==> config.mk <==
export PLATFORM = sky130hd
export DESIGN_NAME = cpt_mul
export DESIGN_NICKNAME = d
export VERILOG_FILES = /design/src/hdl/cpt_pkg.sv /design/src/hdl/cpt_mul.sv
export SDC_FILE = /design/constraint.sdc
export NUM_CORES = 2
export LEC_CHECK = 0
export BUFFER_PORTS_ARGS = -buffer_cell sky130_fd_sc_hd__buf_2
export CAP_MARGIN = 15
export CORE_MARGIN = 8
export CORE_UTILIZATION = 50
export CTS_CLUSTER_DIAMETER = 60
export DETAILED_ROUTE_END_ITERATION = 8
export GPL_TIMING_DRIVEN = 0
export PLACE_DENSITY_LB_ADDON = 0.05
export SLEW_MARGIN = 30
export SYNTH_ARGS = -nofsm -noshare
export SYNTH_HDL_FRONTEND = slang
export SYNTH_SLANG_ARGS = --single-unit
==> constraint.sdc <==
create_clock -name clk -period 7.05 [get_ports clk]
set_input_delay 1.0575 -clock clk [delete_from_list [all_inputs] [get_ports clk]]
set_output_delay 1.0575 -clock clk [all_outputs]
set_load 0.02 [all_outputs]
==> src/hdl/cpt_pkg.sv <==
// Shared constants and types for the closest-point-on-triangle core.
// No dependencies; imported by cpt_mul, the core and the testbench.
`timescale 1ns / 1ps

package cpt_pkg;

  // Default coordinate width (Q16.16 at 32)
  localparam int DEF_COORD_BITS = 32;

  // Multiplier digit width: one digit of the multiplier per pipeline stage
  localparam int MUL_DIGIT = 8;

  typedef enum logic [2:0] {
    RG_A     = 3'd0,
    RG_B     = 3'd1,
    RG_C     = 3'd2,
    RG_AB    = 3'd3,
    RG_AC    = 3'd4,
    RG_BC    = 3'd5,
    RG_FACE  = 3'd6,
    RG_DEGEN = 3'd7
  } region_t;

endpackage

==> src/hdl/cpt_mul.sv <==
// Pipelined signed multiplier, one multiplier digit per stage.
// Depends on cpt_pkg (MUL_DIGIT).
`timescale 1ns / 1ps

module cpt_mul #(
  parameter int AW = 33,
  parameter int BW = 33
) (
  input  logic                        clk,
  input  logic                        en,
  input  logic signed [AW-1:0]        a,
  input  logic signed [BW-1:0]        b,
  output logic signed [AW+BW-1:0]     p
);
  import cpt_pkg::*;

  localparam int ND  = (BW + MUL_DIGIT - 1) / MUL_DIGIT;
  localparam int BX  = ND * MUL_DIGIT;
  localparam int ACW = AW + BX;
  localparam int PPW = AW + MUL_DIGIT + 1;

  logic signed [AW-1:0]  a_s [0:ND-1];
  logic        [BX-1:0]  b_s [0:ND-1];
  logic signed [ACW-1:0] acc [0:ND];

  assign a_s[0] = a;
  assign b_s[0] = BX'(b);
  assign acc[0] = '0;

  for (genvar i = 0; i < ND; i++) begin : g_stage
    logic signed [MUL_DIGIT:0] dig;
    logic signed [PPW-1:0]     pp;

    // low digits are unsigned, the top digit carries the sign
    assign dig = $signed({((i == ND - 1) ? b_s[i][i*MUL_DIGIT + MUL_DIGIT - 1] : 1'b0),
                          b_s[i][i*MUL_DIGIT +: MUL_DIGIT]});
    assign pp  = a_s[i] * dig;

    always_ff @(posedge clk) begin
      if (en) begin
        acc[i+1] <= acc[i] + (ACW'(pp) <<< (MUL_DIGIT * i));
      end
    end

    if (i < ND - 1) begin : g_fwd
      always_ff @(posedge clk) begin
        if (en) begin
          a_s[i+1] <= a_s[i];
          b_s[i+1] <= b_s[i];
        end
      end
    end
  end

  assign p = acc[ND][AW+BW-1:0];

endmodule

# --- Yosys cells after proc, flatten, opt, wreduce, memory -nomap -nowiden ---
# Cells that the tools add are included.
totals:
  regBits: 555
  in_bits: 68
  output_inout_bits: 66
  elab_cells: 22
classes:
  add_sub_neg: 4
  mul: 5
ops:
  columns: ["operator", "n"]
  rows:
  - ["33-bit by 9-bit multiplier with 42-bit output", 4]
  - ["66-bit adder", 2]
  - ["51-bit by 58-bit adder with 59-bit output", 1]
  - ["42-bit by 50-bit adder with 51-bit output", 1]
  - ["33-bit by 1-bit multiplier with 34-bit output", 1]

# --- Logic depth before layout (Yosys ltp) ---
logic_depth:
  ltp_word: 2
  ltp_mapped: 34
  mapped_depth_nobuf: 32

# --- Worst setup path after synthesis ---
# Ideal clock, no wire load.
synth_timing:
  kind: "register to register"
  start: "register b_s[66] (netlist bit)"
  end: "register acc[138] (netlist bit), data pin"
  setup_time_ns: 0.259
  arrival_ns: 7.018
  required_time_ns: 6.791
  slack_ns: -0.227
  path_stages_with_launch: 31
  n_path_buf: 2
  period_less_slack_ns: 7.277
  cell_sequence: "edfxtp_1 clkbuf_1 clkbuf_1 nand2_1 fa_1 inv_1 fa_1 fa_1 inv_1 fa_1 inv_1 ha_1 and3_1 and4_1 a211o_1 a21oi_1 a22o_1 o211ai_1 or4b_1 a31o_2 a21oi_1 xnor2_1 ha_1 a21oi_1 o21ai_0 a21o_1 a21o_1 a2111oi_0 o31a_1 a21oi_1 xnor2_1"
synth_via:
  elab_chain_cells: 2
synth_rtl:
  columns: ["item", "line", "text"]
  rows:
  - ["from (decl)", "cpt_mul.sv:23", "logic [BX-1:0] b_s [0:ND-1];"]
  - ["from (signal, indexed assignment)", "cpt_mul.sv:49", "b_s[i+1] <= b_s[i];"]
  - ["33-bit by 9-bit multiplier with 42-bit output", "cpt_mul.sv:37", "assign pp = a_s[i] * dig;"]
  - ["66-bit adder", "cpt_mul.sv:41", "acc[i+1] <= acc[i] + (ACW'(pp) <<< (MUL_DIGIT * i));"]
  - ["to (signal, indexed assignment)", "cpt_mul.sv:41", null]
  - ["to (decl)", "cpt_mul.sv:24", "logic signed [ACW-1:0] acc [0:ND];"]
# Every way passes these cells.
# A chain may end at the register's enable or synchronous reset.

# --- Worst setup path after layout ---
layout_timing:
  start: "register b_s[69] (netlist bit)"
  end: "register acc[138] (netlist bit), data pin"
# Same word-level chain as after synthesis.

==> results by group <==
CTS
  • Root buffer cell: sky130_fd_sc_hd__clkbuf_16
  • Clock net sink count: 468
  • Post-CTS Hold Fix Bufs: 0
  • Clock latency on the worst-skew pair: between 0.6 and 0.7 ns
  • TritonCTS Buffers: just under 60
  • Clk slew on worst S/H paths: about 0.06 ns
  • TritonCTS clock tree: built
  • H-Tree Level Count: 2
  • Number of buffers on the longest clock path: 3

Timing
  • Final Hold Vio Count: 0
  • Worst max-slew margin expressed relative to the limit: around half
  • Slew at the pin closest to its max-slew limit: roughly 0.74 ns
  • Post-route worst hold slack: between 0.4 and 0.5 ns
  • Final critical delay including setup and external delays: roughly 7.2 ns
  • Pins Over Slew Limit: 0
  • Setup violation total in the final timing report: 15
  • Worst clock skew: 0.02059 ns
  • Unrepaired setup endpoints after global routing: true
  • Max Freq: between 100 and 150 MHz
  • Share of the clock period used by the worst path after layout: 102.8%
  • Fin worst setup slack: -0.1948 ns

Placement
  • Port Buffer Count: 133
  • HPWL after detailed placement: about 120 mm
  • Setup slack after placement: -2.359 ns
  • Post-Place Cells: around 7700
  • Final Wtd Congestion: 0.8924

Layout
  • Finished Layout Cells: between 8000 and 9000
  • Layout cells sized above 1: 14.58%
  • Number of diodes: 0
  • Post-route core utilization: 58.12%
  • Area added between synthesis and finish: 15.48%
  • Fill cell instance count of the final layout: about 10000
  • Final net count: 7821

Worst setup path
  • Element type at the critical path start: flip-flop
  • Slowest cell on the critical path: sky130_fd_sc_hd__fa_1
  • Endpoint kind of the worst setup timing path: flip-flop
  • CP max FO: 5
  • Critical path data arrival time: between 7 and 8 ns
  • Worst reg2reg path depth: 29
  • CP most frequent cell: sky130_fd_sc_hd__fa_1
  • Required time reported for the critical path endpoint: around 7.5 ns
  • CP Class: flip-flop to flip-flop
  • Biggest cell delay along the critical path: approximately 0.56 ns

Floorplanning
  • Die area: approximately 0.13 sq mm
  • Starting utilization of the core area: roughly half
  • Die Span X: 360.3 um
  • Placement row count: about 130
  • Core region area: 0.1178 sq mm
  • Height of the die: between 300 and 400 um
  • Ports placed on the boundary: 134

Yosys
  • Total of flip-flops plus latches after synthesis: around 470
  • Fraction of synthesized cell area taken by the top area cell type: 27.70%
  • Sequential-to-total area share from yosys stat: between 20% and 30%
  • Count of flip-flops with a built-in enable after synthesis: 468
  • Top_reg_cell synth: sky130_fd_sc_hd__edfxtp_1
  • Cell taking the most area after synthesis: sky130_fd_sc_hd__fa_1
  • Post-synth design cell area: between 0.05 and 0.06 sq mm
  • Mean instance size in the synthesized netlist: roughly 10 sq um
  • Post-synth cell types: 77
  • Count of mapped cells out of synthesis: between 6000 and 7000
  • Fraction of registers with async set or reset after synthesis: 0%
  • Synth area leaders: sky130_fd_sc_hd__fa_1, sky130_fd_sc_hd__edfxtp_1, sky130_fd_sc_hd__ha_1
  • Warnings from Yosys: 0
  • Syn Nets: 7411

Global routing
  • Number of antenna violations at the first check in global routing: 0
  • Leftover overflow at the end of global routing: 0
  • Global-route wire length before repair: roughly 230 mm
  • Total routing resource utilization after global routing: 21.53%
  • Largest net degree at the start of global routing: 90
  • Vias in the first global route: approximately 43000

Worst hold path
  • Class of the tightest hold or removal check: flip-flop to flip-flop
  • Number of instances on the worst hold path: 0

Flow run
  • Count of maximum capacitance violations: 0

Routing
  • WL/cell: 17.70 um
  • DR DRC count: 0
  • Routed Wire Length: roughly 140 mm
  • Routed via count divided by cell count: approximately 5.2
  • Total via count in the routed design: slightly above 40000
  • Pre-antenna DRT Iters: 7
  • First-iteration detailed-routing DRC count: approximately 1900
  • Antenna-violating nets left: 0

Status
  • Violations in the final reports: setup timing
  • Result of the run: finished, violations left
-- placed cells by master (no fill, tap or decap), types with 29 or more instances in the layout --
master and instances:
sky130_fd_sc_hd__a21o_1 159, sky130_fd_sc_hd__a21oi_1 191, sky130_fd_sc_hd__a21oi_2 60, sky130_fd_sc_hd__and2_1 663
sky130_fd_sc_hd__buf_2 139, sky130_fd_sc_hd__buf_4 250, sky130_fd_sc_hd__buf_6 36, sky130_fd_sc_hd__clkbuf_1 70
sky130_fd_sc_hd__clkbuf_16 67, sky130_fd_sc_hd__edfxtp_1 468, sky130_fd_sc_hd__fa_1 801, sky130_fd_sc_hd__ha_1 435
sky130_fd_sc_hd__ha_4 38, sky130_fd_sc_hd__inv_1 1110, sky130_fd_sc_hd__nand2_1 529, sky130_fd_sc_hd__nand2b_1 35
sky130_fd_sc_hd__nand3_1 50, sky130_fd_sc_hd__nor2_1 187, sky130_fd_sc_hd__nor2b_1 29, sky130_fd_sc_hd__nor3_1 48
sky130_fd_sc_hd__o21a_1 35, sky130_fd_sc_hd__o21ai_0 105, sky130_fd_sc_hd__o21bai_1 49, sky130_fd_sc_hd__xnor2_1 214
sky130_fd_sc_hd__xor2_1 86
-- synth_stat cells (31+ instances only) --
cell type and instances:
sky130_fd_sc_hd__fa_1 820, sky130_fd_sc_hd__nor2_1 204, sky130_fd_sc_hd__nor3_1 57, sky130_fd_sc_hd__o21bai_1 54, sky130_fd_sc_hd__xnor2_1 222, sky130_fd_sc_hd__nand2_1 543, sky130_fd_sc_hd__and2_1 674, sky130_fd_sc_hd__a21o_1 159
sky130_fd_sc_hd__a21oi_1 260, sky130_fd_sc_hd__buf_4 66, sky130_fd_sc_hd__xor2_1 89, sky130_fd_sc_hd__nor2b_1 31, sky130_fd_sc_hd__nand3_1 51, sky130_fd_sc_hd__inv_1 1121, sky130_fd_sc_hd__and3_1 35, sky130_fd_sc_hd__edfxtp_1 468
sky130_fd_sc_hd__nand2b_1 36, sky130_fd_sc_hd__o21a_1 38, sky130_fd_sc_hd__clkbuf_1 132, sky130_fd_sc_hd__o21ai_0 145, sky130_fd_sc_hd__ha_1 501
-- state kept, by name, indices dropped and copies added, names as in the netlist --
register  count
acc         218
a_s         132
b_s          52
p            66
-- layer usage --
layer | track usage, % | vias up | routed length (um)
met5 | 0 | - | 0
met3 | 1.828 | 251 | 2984
li1 | - | 20121 | -
met4 | 9.158 | 0 | 7183
met1 | 25.09 | 20503 | 58560
met2 | 40.41 | 569 | 73190
-- logic make-up (layout without fill, tap and decap cells) --
family,after synthesis,count (layout),share of synthesized area (%)
xor gates and xnor gates,311,311,4.596
buffers and inverters,1320,1779,8.780
AOI/OAI and AO/OA,850,850,9.272
muxes,5,5,0.08445
DFF,468,468,23.71
adders and majority gates,1321,1321,38.27
and+or+nand+nor,1747,1747,15.28
-- worst max-delay path, delay by kind of cell, from the launching register on --
| kind | cells | cell delay (ns) |
|---|---|---|
| XOR/XNOR | 2 | 0.25 |
| adder cells (fa/ha/maj) | 6 | 2.58 |
| AO/OA/AOI/OAI | 13 | 2.36 |
| buffers and inverters | 4 | 0.41 |
| AND/OR/NAND/NOR | 4 | 0.97 |
| flip-flops | 1 | 0.41 |
-- final cells by class --
class	count	area (sq um)	area share (%)
Buffer	184	1365	1.994
Multi-Input combinational cell	4234	42150	61.59
Clock inverter	41	436.7	0.6380
Tap cell	1536	1922	2.808
Sequential cell	468	14050	20.53
Clock buffer	69	1514	2.212
Inverter	1121	4212	6.153
Timing Repair Buffer	364	2786	4.071
-- metrics by stage --
stage	instance area (sq um)	setup TNS [ns]
after floorplan	59310	-0.006447
final	68440	-1.211
after global routing	68440	-8.557
after global placement	61890	-1031.30
after detailed placement	62050	-81.64
after CTS	66600	-1.621
-- path summary, 6_finish.rpt --
kind / startpoint / end / slack (ns)
setup / recovery: b_s[69] / acc[138] / -0.19
hold / removal: acc[96] / p[23] / 0.41
setup reg to reg: b_s[69] / acc[138] / -0.19
hold reg to reg: acc[96] / p[23] / 0.41
-- repair_timing --
action / CTS / global route
cloned: 3 / 4
endpoints found under the setup margin: 75 / 50
endpoints found under the hold margin: 0 / 0
pin swaps: 172 / 186
resized for setup: 359 / 304
buffers inserted: 134 / 89
Power is not shown: default switching activity piles up to over one toggle a cycle in this logic, so the estimate is an artifact.
